### config.mk
export PLATFORM = sky130hd
export DESIGN_NAME = serial_command_timed_motor_driver_flat
export DESIGN_NICKNAME = d
export VERILOG_FILES = /design/src/design/scmd_pkg.sv /design/src/design/scmd_in_if.sv /design/src/design/scmd_out_if.sv /design/src/design/serial_command_timed_motor_driver.sv /design/src/design/scmd_line.sv /design/src/flat_wrapper.sv
export VERILOG_INCLUDE_DIRS = /design/src /design/src/design
export SDC_FILE = /design/constraint.sdc
export NUM_CORES = 1
export LEC_CHECK = 0
export BUFFER_PORTS_ARGS = -buffer_cell sky130_fd_sc_hd__buf_4
export CAP_MARGIN = 20
export CELL_PAD_IN_SITES_DETAIL_PLACEMENT = 1
export CELL_PAD_IN_SITES_GLOBAL_PLACEMENT = 1
export CORE_MARGIN = 1.5
export CORE_UTILIZATION = 40
export DETAILED_ROUTE_END_ITERATION = 10
export PLACE_DENSITY = 0.74
export SYNTH_ARGS = -nofsm -noshare
export SYNTH_HDL_FRONTEND = slang
export SYNTH_HIERARCHICAL = 1
export SYNTH_SLANG_ARGS = --single-unit
export TNS_END_PERCENT = 50
### constraint.sdc
create_clock -name clk -period 5.1 [get_ports clk]
set_input_delay 1.275 -clock clk [delete_from_list [all_inputs] [get_ports clk]]
set_output_delay 1.275 -clock clk [all_outputs]
set_load 0.01 [all_outputs]
### src/design/serial_command_timed_motor_driver_assert.svh
// Assertion macros used by the motor driver RTL.
`ifndef SERIAL_COMMAND_TIMED_MOTOR_DRIVER_ASSERT_SVH
`define SERIAL_COMMAND_TIMED_MOTOR_DRIVER_ASSERT_SVH

`ifndef SYNTHESIS
// Clocked check, switched off while reset is held.
`define SCMD_ASSERT(lbl, prop, msg) \
  lbl: assert property (@(posedge clk) disable iff (!rst_n) prop) else $error(msg);
// Clocked check that also holds during reset.
`define SCMD_ASSERT_ALWAYS(lbl, prop, msg) \
  lbl: assert property (@(posedge clk) prop) else $error(msg);
`else
`define SCMD_ASSERT(lbl, prop, msg)
`define SCMD_ASSERT_ALWAYS(lbl, prop, msg)
`endif

`endif

### src/design/scmd_pkg.sv
// Types, constants and helper functions for the serial command motor driver.
`default_nettype none
package scmd_pkg;

  localparam int LINE_CAPACITY_DEF = 100;

  localparam int BYTE_W   = 8;
  localparam int SAMPLE_W = 10;
  localparam int MS_W     = 16;
  localparam int MA_W     = 8;
  localparam int DATA_W   = 32;
  localparam int ADDR_W   = 4;

  localparam logic [MS_W-1:0] OPEN_RUN_RST   = 16'd3000;
  localparam logic [MS_W-1:0] CLOSE_RUN_RST  = 16'd6000;
  localparam logic [MS_W-1:0] PERIOD_RST     = 16'd1000;
  localparam logic [MS_W-1:0] COUNT_MAX      = 16'hFFFF;
  localparam logic [MA_W-1:0] CURRENT_MAX    = 8'd200;

  localparam logic [BYTE_W-1:0] CHAR_LF = 8'h0A;
  localparam logic [BYTE_W-1:0] CHAR_CR = 8'h0D;

  localparam int OPEN_LEN  = 4;
  localparam int CLOSE_LEN = 5;

  // register indexes, taken from paddr[3:2]
  localparam logic [1:0] REG_OPEN_RUN  = 2'd0;
  localparam logic [1:0] REG_CLOSE_RUN = 2'd1;
  localparam logic [1:0] REG_PERIOD    = 2'd2;

  typedef enum logic [1:0] {
    CMD_NONE  = 2'd0,
    CMD_OPEN  = 2'd1,
    CMD_CLOSE = 2'd2
  } cmd_t;

  typedef enum logic {
    OP_BYTE = 1'b0,
    OP_TICK = 1'b1
  } op_t;

  typedef struct packed {
    logic            motor_on;
    logic            motor_reverse;
    cmd_t            command_seen;
    logic            report_valid;
    logic [MA_W-1:0] sense_ma;
    logic            led_level;
  } res_t;

  function automatic logic [BYTE_W-1:0] open_char(input logic [2:0] p);
    logic [BYTE_W-1:0] c;
    case (p)
      3'd0:    c = 8'h4F; // O
      3'd1:    c = 8'h50; // P
      3'd2:    c = 8'h45; // E
      3'd3:    c = 8'h4E; // N
      default: c = 8'h00;
    endcase
    return c;
  endfunction

  function automatic logic [BYTE_W-1:0] close_char(input logic [2:0] p);
    logic [BYTE_W-1:0] c;
    case (p)
      3'd0:    c = 8'h43; // C
      3'd1:    c = 8'h4C; // L
      3'd2:    c = 8'h4F; // O
      3'd3:    c = 8'h53; // S
      3'd4:    c = 8'h45; // E
      default: c = 8'h00;
    endcase
    return c;
  endfunction

  // floor(s*5000/1023/25) == floor(s*200/1023); the divide by 1023 uses
  // (y + (y >> 10) + 1) >> 10, exact while the quotient stays below 1024
  function automatic logic [MA_W-1:0] sample_to_ma(input logic [SAMPLE_W-1:0] s);
    logic [17:0] y;
    logic [17:0] t;
    y = 18'(s) * 18'd200;
    t = y + (y >> 10) + 18'd1;
    return MA_W'(t >> 10);
  endfunction

endpackage
`default_nettype wire

### src/design/scmd_in_if.sv
// Input channel: serial byte or millisecond tick, with valid/ready.
`default_nettype none
interface scmd_in_if;
  logic                          valid;
  logic                          ready;
  logic                          opcode;
  logic [scmd_pkg::BYTE_W-1:0]   rx_byte;
  logic [scmd_pkg::SAMPLE_W-1:0] adc_sample;

  modport source (output valid, opcode, rx_byte, adc_sample, input ready);
  modport sink   (input valid, opcode, rx_byte, adc_sample, output ready);
endinterface
`default_nettype wire

### src/design/scmd_out_if.sv
// Result channel: motor, command, report and LED levels, with valid/ready.
`default_nettype none
interface scmd_out_if;
  logic                      valid;
  logic                      ready;
  logic                      motor_on;
  logic                      motor_reverse;
  logic [1:0]                command_seen;
  logic                      report_valid;
  logic [scmd_pkg::MA_W-1:0] sense_ma;
  logic                      led_level;

  modport source (output valid, motor_on, motor_reverse, command_seen, report_valid,
                  sense_ma, led_level, input ready);
  modport sink   (input valid, motor_on, motor_reverse, command_seen, report_valid,
                  sense_ma, led_level, output ready);
endinterface
`default_nettype wire

### src/design/serial_command_timed_motor_driver.sv
// Serial command timed motor driver: one input register, one result register.
// Flow: an accepted item waits in the input register and its result is registered as it
// advances; a full result register without out_ch.ready stalls the input register.
// Throughput: one item per cycle unless stalled; input ready follows output ready.
// Reset: synchronous, active low; clears valid flags and block state and loads register defaults.
`default_nettype none
`include "serial_command_timed_motor_driver_assert.svh"
module serial_command_timed_motor_driver #(
  parameter int LINE_CAPACITY = scmd_pkg::LINE_CAPACITY_DEF
) (
  input  wire logic                        clk,
  input  wire logic                        rst_n,
  scmd_in_if.sink                          in_ch,
  scmd_out_if.source                       out_ch,
  input  wire logic                        psel,
  input  wire logic                        penable,
  input  wire logic                        pwrite,
  input  wire logic [scmd_pkg::ADDR_W-1:0] paddr,
  input  wire logic [scmd_pkg::DATA_W-1:0] pwdata,
  output logic      [scmd_pkg::DATA_W-1:0] prdata,
  output logic                             pready
);

  localparam int MS_W = scmd_pkg::MS_W;

  // configuration
  logic [MS_W-1:0] open_run_r, close_run_r, period_r;
  logic            cfg_wr;

  // input register
  logic                          s1_valid_r;
  logic                          s1_op_r;
  logic [scmd_pkg::BYTE_W-1:0]   s1_byte_r;
  logic [scmd_pkg::SAMPLE_W-1:0] s1_sample_r;
  logic                          s1_adv;
  logic                          in_xfer;

  // block state
  logic            motor_active_r, motor_active_nxt;
  logic            dir_r, dir_nxt;
  logic [MS_W-1:0] run_limit_r, run_limit_nxt;
  logic [MS_W-1:0] elapsed_r, elapsed_nxt;
  logic [MS_W-1:0] report_cnt_r, report_cnt_nxt;
  logic            led_r, led_nxt;

  // result register
  logic           out_valid_r;
  scmd_pkg::res_t out_r, res;

  scmd_pkg::cmd_t cmd;
  logic           tick;
  logic           rpt;
  logic           act_a;
  logic [MS_W-1:0] cnt_inc;

  // ---------------- configuration port ----------------
  assign pready = 1'b1;
  assign cfg_wr = psel && penable && pwrite;

  always_ff @(posedge clk) begin
    if (!rst_n) begin
      open_run_r  <= scmd_pkg::OPEN_RUN_RST;
      close_run_r <= scmd_pkg::CLOSE_RUN_RST;
      period_r    <= scmd_pkg::PERIOD_RST;
    end else if (cfg_wr) begin
      case (paddr[3:2])
        scmd_pkg::REG_OPEN_RUN:  open_run_r  <= pwdata[MS_W-1:0];
        scmd_pkg::REG_CLOSE_RUN: close_run_r <= pwdata[MS_W-1:0];
        scmd_pkg::REG_PERIOD:    period_r    <= pwdata[MS_W-1:0];
        default: ;
      endcase
    end
  end

  always_comb begin
    case (paddr[3:2])
      scmd_pkg::REG_OPEN_RUN:  prdata = scmd_pkg::DATA_W'(open_run_r);
      scmd_pkg::REG_CLOSE_RUN: prdata = scmd_pkg::DATA_W'(close_run_r);
      scmd_pkg::REG_PERIOD:    prdata = scmd_pkg::DATA_W'(period_r);
      default:                 prdata = '0;
    endcase
  end

  // ---------------- handshake ----------------
  assign s1_adv      = s1_valid_r && (!out_valid_r || out_ch.ready);
  assign in_ch.ready = !s1_valid_r || s1_adv;
  assign in_xfer     = in_ch.valid && in_ch.ready;

  always_ff @(posedge clk) begin
    if (!rst_n) begin
      s1_valid_r <= 1'b0;
    end else if (in_xfer) begin
      s1_valid_r <= 1'b1;
    end else if (s1_adv) begin
      s1_valid_r <= 1'b0;
    end
  end

  always_ff @(posedge clk) begin
    if (in_xfer) begin
      s1_op_r     <= in_ch.opcode;
      s1_byte_r   <= in_ch.rx_byte;
      s1_sample_r <= in_ch.adc_sample;
    end
  end

  // ---------------- item processing ----------------
  assign tick = (s1_op_r == scmd_pkg::OP_TICK);

  scmd_line #(
    .LINE_CAPACITY (LINE_CAPACITY)
  ) u_line (
    .clk     (clk),
    .rst_n   (rst_n),
    .byte_en (s1_adv && !tick),
    .rx_byte (s1_byte_r),
    .cmd     (cmd)
  );

  // report counter saturates; a zero period reports on every tick
  assign cnt_inc = (report_cnt_r == scmd_pkg::COUNT_MAX) ? report_cnt_r
                                                         : report_cnt_r + MS_W'(1);
  assign rpt     = tick && (cnt_inc >= period_r);

  always_comb begin
    act_a          = motor_active_r;
    dir_nxt        = dir_r;
    run_limit_nxt  = run_limit_r;
    elapsed_nxt    = elapsed_r;
    report_cnt_nxt = report_cnt_r;
    led_nxt        = led_r;
    if (cmd == scmd_pkg::CMD_OPEN) begin
      act_a         = 1'b1;
      dir_nxt       = 1'b0;
      run_limit_nxt = open_run_r;
      elapsed_nxt   = '0;
    end else if (cmd == scmd_pkg::CMD_CLOSE) begin
      act_a         = 1'b1;
      dir_nxt       = 1'b1;
      run_limit_nxt = close_run_r;
      elapsed_nxt   = '0;
    end else if (tick) begin
      if (motor_active_r && (elapsed_r < run_limit_r)) begin
        elapsed_nxt = elapsed_r + MS_W'(1);
      end
      report_cnt_nxt = rpt ? '0 : cnt_inc;
      led_nxt        = rpt ? !led_r : led_r;
    end
    // stop check at the end of every item, also for a zero run time
    motor_active_nxt = act_a && (elapsed_nxt < run_limit_nxt);

    res.motor_on      = motor_active_nxt;
    res.motor_reverse = dir_nxt;
    res.command_seen  = cmd;
    res.report_valid  = rpt;
    res.sense_ma      = rpt ? scmd_pkg::sample_to_ma(s1_sample_r) : '0;
    res.led_level     = led_nxt;
  end

  always_ff @(posedge clk) begin
    if (!rst_n) begin
      motor_active_r <= 1'b0;
      dir_r          <= 1'b0;
      run_limit_r    <= '0;
      elapsed_r      <= '0;
      report_cnt_r   <= '0;
      led_r          <= 1'b0;
    end else if (s1_adv) begin
      motor_active_r <= motor_active_nxt;
      dir_r          <= dir_nxt;
      run_limit_r    <= run_limit_nxt;
      elapsed_r      <= elapsed_nxt;
      report_cnt_r   <= report_cnt_nxt;
      led_r          <= led_nxt;
    end
  end

  // ---------------- result register ----------------
  always_ff @(posedge clk) begin
    if (!rst_n) begin
      out_valid_r <= 1'b0;
    end else if (s1_adv) begin
      out_valid_r <= 1'b1;
    end else if (out_ch.ready) begin
      out_valid_r <= 1'b0;
    end
  end

  always_ff @(posedge clk) begin
    if (s1_adv) begin
      out_r <= res;
    end
  end

  assign out_ch.valid         = out_valid_r;
  assign out_ch.motor_on      = out_r.motor_on;
  assign out_ch.motor_reverse = out_r.motor_reverse;
  assign out_ch.command_seen  = out_r.command_seen;
  assign out_ch.report_valid  = out_r.report_valid;
  assign out_ch.sense_ma      = out_r.sense_ma;
  assign out_ch.led_level     = out_r.led_level;

  // ---------------- checks ----------------
  `SCMD_ASSERT_ALWAYS(a_run_below_limit, motor_active_r |-> (elapsed_r < run_limit_r),
                      "motor running at or past its limit")
  `SCMD_ASSERT(a_led_toggles, (s1_adv && rpt) |=> (led_r != $past(led_r)),
               "LED did not toggle on report")
  `SCMD_ASSERT(a_open_forward,
               (out_valid_r && (out_r.command_seen == scmd_pkg::CMD_OPEN)) |->
               !out_r.motor_reverse, "OPEN result shows reverse")
  `SCMD_ASSERT(a_quiet_current,
               (out_valid_r && !out_r.report_valid) |-> (out_r.sense_ma == '0),
               "current without report")
  `SCMD_ASSERT(a_current_range,
               out_valid_r |-> (out_r.sense_ma <= scmd_pkg::CURRENT_MAX),
               "current out of range")

endmodule
`default_nettype wire

### src/design/scmd_line.sv
// Line assembler: tracks length and OPEN/CLOSE prefix match, decodes on CR/LF.
`default_nettype none
module scmd_line #(
  parameter int LINE_CAPACITY = scmd_pkg::LINE_CAPACITY_DEF
) (
  input  wire logic                        clk,
  input  wire logic                        rst_n,
  input  wire logic                        byte_en,
  input  wire logic [scmd_pkg::BYTE_W-1:0] rx_byte,
  output scmd_pkg::cmd_t                   cmd
);

  localparam int LEN_W = $clog2(LINE_CAPACITY);

  logic [LEN_W-1:0] len_r, len_nxt;
  logic             open_ok_r, open_ok_nxt;
  logic             close_ok_r, close_ok_nxt;
  logic             eol;
  logic             open_hit, close_hit;

  assign eol = (rx_byte == scmd_pkg::CHAR_LF) || (rx_byte == scmd_pkg::CHAR_CR);

  assign open_hit  = (len_r < LEN_W'(scmd_pkg::OPEN_LEN)) &&
                     (rx_byte == scmd_pkg::open_char(len_r[2:0]));
  assign close_hit = (len_r < LEN_W'(scmd_pkg::CLOSE_LEN)) &&
                     (rx_byte == scmd_pkg::close_char(len_r[2:0]));

  always_comb begin
    len_nxt      = len_r;
    open_ok_nxt  = open_ok_r;
    close_ok_nxt = close_ok_r;
    cmd          = scmd_pkg::CMD_NONE;
    if (byte_en) begin
      if (eol) begin
        if ((len_r == LEN_W'(scmd_pkg::OPEN_LEN)) && open_ok_r) begin
          cmd = scmd_pkg::CMD_OPEN;
        end else if ((len_r == LEN_W'(scmd_pkg::CLOSE_LEN)) && close_ok_r) begin
          cmd = scmd_pkg::CMD_CLOSE;
        end
        len_nxt      = '0;
        open_ok_nxt  = 1'b1;
        close_ok_nxt = 1'b1;
      end else if (len_r < LEN_W'(LINE_CAPACITY - 1)) begin
        // characters past a full line are dropped
        open_ok_nxt  = open_ok_r && open_hit;
        close_ok_nxt = close_ok_r && close_hit;
        len_nxt      = len_r + LEN_W'(1);
      end
    end
  end

  always_ff @(posedge clk) begin
    if (!rst_n) begin
      len_r      <= '0;
      open_ok_r  <= 1'b1;
      close_ok_r <= 1'b1;
    end else begin
      len_r      <= len_nxt;
      open_ok_r  <= open_ok_nxt;
      close_ok_r <= close_ok_nxt;
    end
  end

endmodule
`default_nettype wire

### src/flat_wrapper.sv
// flat-port wrapper written by rule: the top's interface ports become plain ports
module serial_command_timed_motor_driver_flat 
#(
  parameter int LINE_CAPACITY = scmd_pkg::LINE_CAPACITY_DEF
)
  (clk, rst_n, psel, penable, pwrite, paddr, pwdata, prdata, pready, in_ch_valid, in_ch_opcode, in_ch_rx_byte, in_ch_adc_sample, in_ch_ready, out_ch_valid, out_ch_motor_on, out_ch_motor_reverse, out_ch_command_seen, out_ch_report_valid, out_ch_sense_ma, out_ch_led_level, out_ch_ready);
  scmd_in_if in_ch_i ();
  scmd_out_if out_ch_i ();
  input  wire logic clk;
  input  wire logic rst_n;
  input  wire logic psel;
  input  wire logic penable;
  input  wire logic pwrite;
  input  wire logic [scmd_pkg::ADDR_W-1:0] paddr;
  input  wire logic [scmd_pkg::DATA_W-1:0] pwdata;
  output logic      [scmd_pkg::DATA_W-1:0] prdata;
  output logic pready;
  input wire logic [$bits(in_ch_i.valid)-1:0] in_ch_valid;
  input wire logic [$bits(in_ch_i.opcode)-1:0] in_ch_opcode;
  input wire logic [$bits(in_ch_i.rx_byte)-1:0] in_ch_rx_byte;
  input wire logic [$bits(in_ch_i.adc_sample)-1:0] in_ch_adc_sample;
  output wire logic [$bits(in_ch_i.ready)-1:0] in_ch_ready;
  output wire logic [$bits(out_ch_i.valid)-1:0] out_ch_valid;
  output wire logic [$bits(out_ch_i.motor_on)-1:0] out_ch_motor_on;
  output wire logic [$bits(out_ch_i.motor_reverse)-1:0] out_ch_motor_reverse;
  output wire logic [$bits(out_ch_i.command_seen)-1:0] out_ch_command_seen;
  output wire logic [$bits(out_ch_i.report_valid)-1:0] out_ch_report_valid;
  output wire logic [$bits(out_ch_i.sense_ma)-1:0] out_ch_sense_ma;
  output wire logic [$bits(out_ch_i.led_level)-1:0] out_ch_led_level;
  input wire logic [$bits(out_ch_i.ready)-1:0] out_ch_ready;
  assign in_ch_i.valid = in_ch_valid;
  assign in_ch_i.opcode = in_ch_opcode;
  assign in_ch_i.rx_byte = in_ch_rx_byte;
  assign in_ch_i.adc_sample = in_ch_adc_sample;
  assign in_ch_ready = in_ch_i.ready;
  assign out_ch_valid = out_ch_i.valid;
  assign out_ch_motor_on = out_ch_i.motor_on;
  assign out_ch_motor_reverse = out_ch_i.motor_reverse;
  assign out_ch_command_seen = out_ch_i.command_seen;
  assign out_ch_report_valid = out_ch_i.report_valid;
  assign out_ch_sense_ma = out_ch_i.sense_ma;
  assign out_ch_led_level = out_ch_i.led_level;
  assign out_ch_i.ready = out_ch_ready;
  serial_command_timed_motor_driver #(.LINE_CAPACITY(LINE_CAPACITY)) u_core (.clk(clk), .rst_n(rst_n), .in_ch(in_ch_i), .out_ch(out_ch_i), .psel(psel), .penable(penable), .pwrite(pwrite), .paddr(paddr), .pwdata(pwdata), .prdata(prdata), .pready(pready));
endmodule
==> reports/results.ini <==
[route]
via_per_inst = 5.43
drt_iter0_markers = 430
drtPass1Iterations = 4
wire_per_inst_um = 17.1
vias = 8449
wl_mm = 26.6
drtAntennaViolNets = 0
route.detailed.drc = 0

[logic_synthesis]
syn_area_um2 = 9470
yosys_most_used_dff = dfxtp_1
synth.ff_latch_count = 143
yosysWarningCount = 6
yosys.area.top_type = dfxtp_1
synth_top_area_share_pct = 23.2
yosysUniqueCellTypes = 69
yosys-top-cells-area = dfxtp_1 (23%), ha_1 (12%), edfxtp_1 (10%), nand2_1 (6.5%), a21oi_1 (5.4%)
synth_seq_area_share_pct = 33.7
synthCells = 1151
synth-edff-count = 33
syn_area_per_cell_um2 = 8.23
synthArstFlopShare_pct = 0

[floorplanning]
ios = 111
rows = 56
initial_core_util_pct = 40.6
core_area_um2 = 23300
fp.dieH_um = 157
die-area_um2 = 24600
fp.dieW_um = 157

[worst_setup_path]
cp-start-kind = flop
arrival_ps = 5200
crit_family = adder cells
cp.required_ps = 5370
cp_common_cell = ha_1
path_cells = buf_4 -> ha_1 -> ha_1 -> ha_1 -> fa_1 -> a211oi_2 -> o21ai_1 -> a211o_1 -> and3_4 -> nor2_1 -> ha_1 -> a211oi_1 -> o21bai_1 -> o2111ai_2 -> or4_4 -> or3_1 -> a21oi_2
critPathMaxStageDelay_ps = 480
timing.critical_path.buf_inv = 1
cp_slowest_cell = fa_1
crit_fanout = 4
setup.worst_path.class = flop to flop
cp-end-kind = flop

[final_layout]
utilization_pct = 47.3
layout_commonest_cell = nand2_1
layout_common_cells = nand2_1 (164), dfxtp_1 (110), buf_4 (105), a21oi_1 (100), nor2_1 (97)
diodes = 0
area_growth_pct = 16.5
multi_input_area_um2 = 5810
seq_area_um2 = 3190
nNetsFinal = 1386
drive_above_1_share_pct = 14.1
num-fill-cells = 2848

[global_routing]
overflow = 0
grt_max_degree = 58
grt_pass1_vias = 8540
grt_usage_pct = 22.1
antenna_found_initial = 0
grt_pass1_wl_mm = 43.0

[sta]
slew_violations = 0
tns_ps = 0
worst-slew-pin-transition_ps = 956
worst_slack_ps = 172
fin_skew_ps = 12.6
hold_viol = 0
slew_headroom_pct = 36.3
max_freq_mhz = 203
fin_hold_ws_ps = 473
post-route-min-period_ps = 4930
setup_viol = 0
fin_crit_sh_pct = 96.6

[power]
p_sw_share_pct = 30.7
power.density_nw_per_um2 = 270
pwr-share-comb_pct = 19.4
clockPowerShare_pct = 40.4
power_switching_mw = 0.916
finalPower_mw = 2.98
intPower_mw = 2.06
ir_drop_mv = 0.152
p_seq_share_pct = 40.3
p_leak_nw = 4.55

[min_path]
hp-class = flop to flop

[place]
dp_hpwl_mm = 19.5
dp_slack_ps = 19.1
port_buffers = 75
gp_congestion = 0.797

[status]
status = finished, final reports clean

[run]
cap_violations = 0

[cts]
clock_path_buffers = 2
cts-buffers-inserted = 17
cts-root-buf = clkbuf_16
clkSinkCount = 143
cts_tree = done
clk_pin_slew_worst_paths_ps = 70
cts-hold-fix-buffers = 0
htreeDepth = 4
clock_latency_ps = 430

## worst register-to-register path, delay by kind of cell, from the launching register on
kind | cells | cell delay, ps
adder cells (fa/ha/maj) | 5 | 1600
AO/OA/AOI/OAI | 7 | 1380
AND/OR/NAND/NOR | 4 | 1240
flip-flops | 1 | 400
buffers and inverters | 1 | 160
## metal layers
layer	global-route usage (%)	up-vias	share of wire (%)
met5	0	-	0
met4	4.58	0	0.60
met3	3.52	8	2.7
met2	38.9	99	50
met1	28.3	4142	47
li1	-	4200	-
## repair_timing
item / in CTS / in global routing
gates cloned: 0 / 0
endpoints found under the setup margin: 1 / 1
gates resized for setup: 0 / 8
pin swaps: 1 / 3
setup buffers: 1 / 6
## through the flow
stage	cells	instance area, um^2
6_report	1557	11000
4_1_cts	1551	11000
5_1_grt	1557	11000
3_5_place_dp	1518	10400
2_1_floorplan	1166	9530
3_3_place_gp	1518	10400
## cells in the mapped netlist, types with 5 or more instances
cell type	instances
nand2_1	164
dfxtp_1	110
a21oi_1	102
nor2_1	99
ha_1	94
inv_1	65
o21ai_0	56
clkbuf_1	42
mux2i_1	37
nand3_1	36
edfxtp_1	33
nand4_1	18
o21a_1	18
or3_1	18
buf_4	17
xnor2_1	17
a21o_1	15
a21boi_0	12
nand2b_1	12
nor3_1	12
nor4_1	12
xor2_1	12
nor2b_1	11
o211ai_1	9
a211oi_1	8
and3_1	8
or2_2	8
a22o_1	7
buf_1	7
nor3b_1	7
a2111oi_0	5
fa_1	5
o2111ai_1	5
o31ai_1	5
## power by group through the flow
stage,clock (mW),sequential [mW],combinational (mW)
floorplan,0,1.22,0.388
global placement,0,1.23,0.525
detailed placement,0,1.23,0.537
CTS,1.24,1.20,0.550
global route,1.28,1.20,0.647
finish,1.20,1.20,0.577
## sequential cells by signal, summed over array words and instances, names as in the netlist, 8 cells and up
| register | flops |
|---|---|
| u_core/close_run_r | 16 |
| u_core/elapsed_r | 16 |
| u_core/open_run_r | 16 |
| u_core/period_r | 16 |
| u_core/report_cnt_r | 16 |
| u_core/run_limit_r | 16 |
| u_core/s1_sample_r | 10 |
| u_core/out_ch.sense_ma | 8 |
| u_core/s1_byte_r | 8 |
## cell type report
class	instances	area share (%)
clock inverter	15	1.16
multi-input combinational	891	52.7
tap	319	3.62
inverter	65	2.21
clock buffer	17	3.86
sequential	143	28.9
timing repair buffer	107	7.51
## worst paths after layout
| kind | from | to | slack [ps] | depth (start not counted) |
|---|---|---|---|---|
| setup / recovery | u_core/s1_sample_r[2]$_DFFE_PP_ | u_core/out_ch.sense_ma[7]$_SDFFCE_PN0P_ | 170 | 17 |
| hold / removal | u_core/period_r[15]$_SDFFE_PN0P_ | u_core/period_r[15]$_SDFFE_PN0P_ | 470 | 2 |
| setup reg to reg | u_core/s1_sample_r[2]$_DFFE_PP_ | u_core/out_ch.sense_ma[7]$_SDFFCE_PN0P_ | 170 | 17 |
| hold reg to reg | u_core/period_r[15]$_SDFFE_PN0P_ | u_core/period_r[15]$_SDFFE_PN0P_ | 470 | 2 |
## kinds of logic after synthesis
family / share of synthesized area (%)
AOI/OAI and AO/OA: 18.9
xor gates and xnor gates: 2.68
adders and majority gates: 13.5
buffers and inverters: 5.92
DFF: 33.7
muxes: 4.03
other: 0.0793
and+or+nand+nor: 21.2
Note: power is estimated with default switching activity, not from simulation.
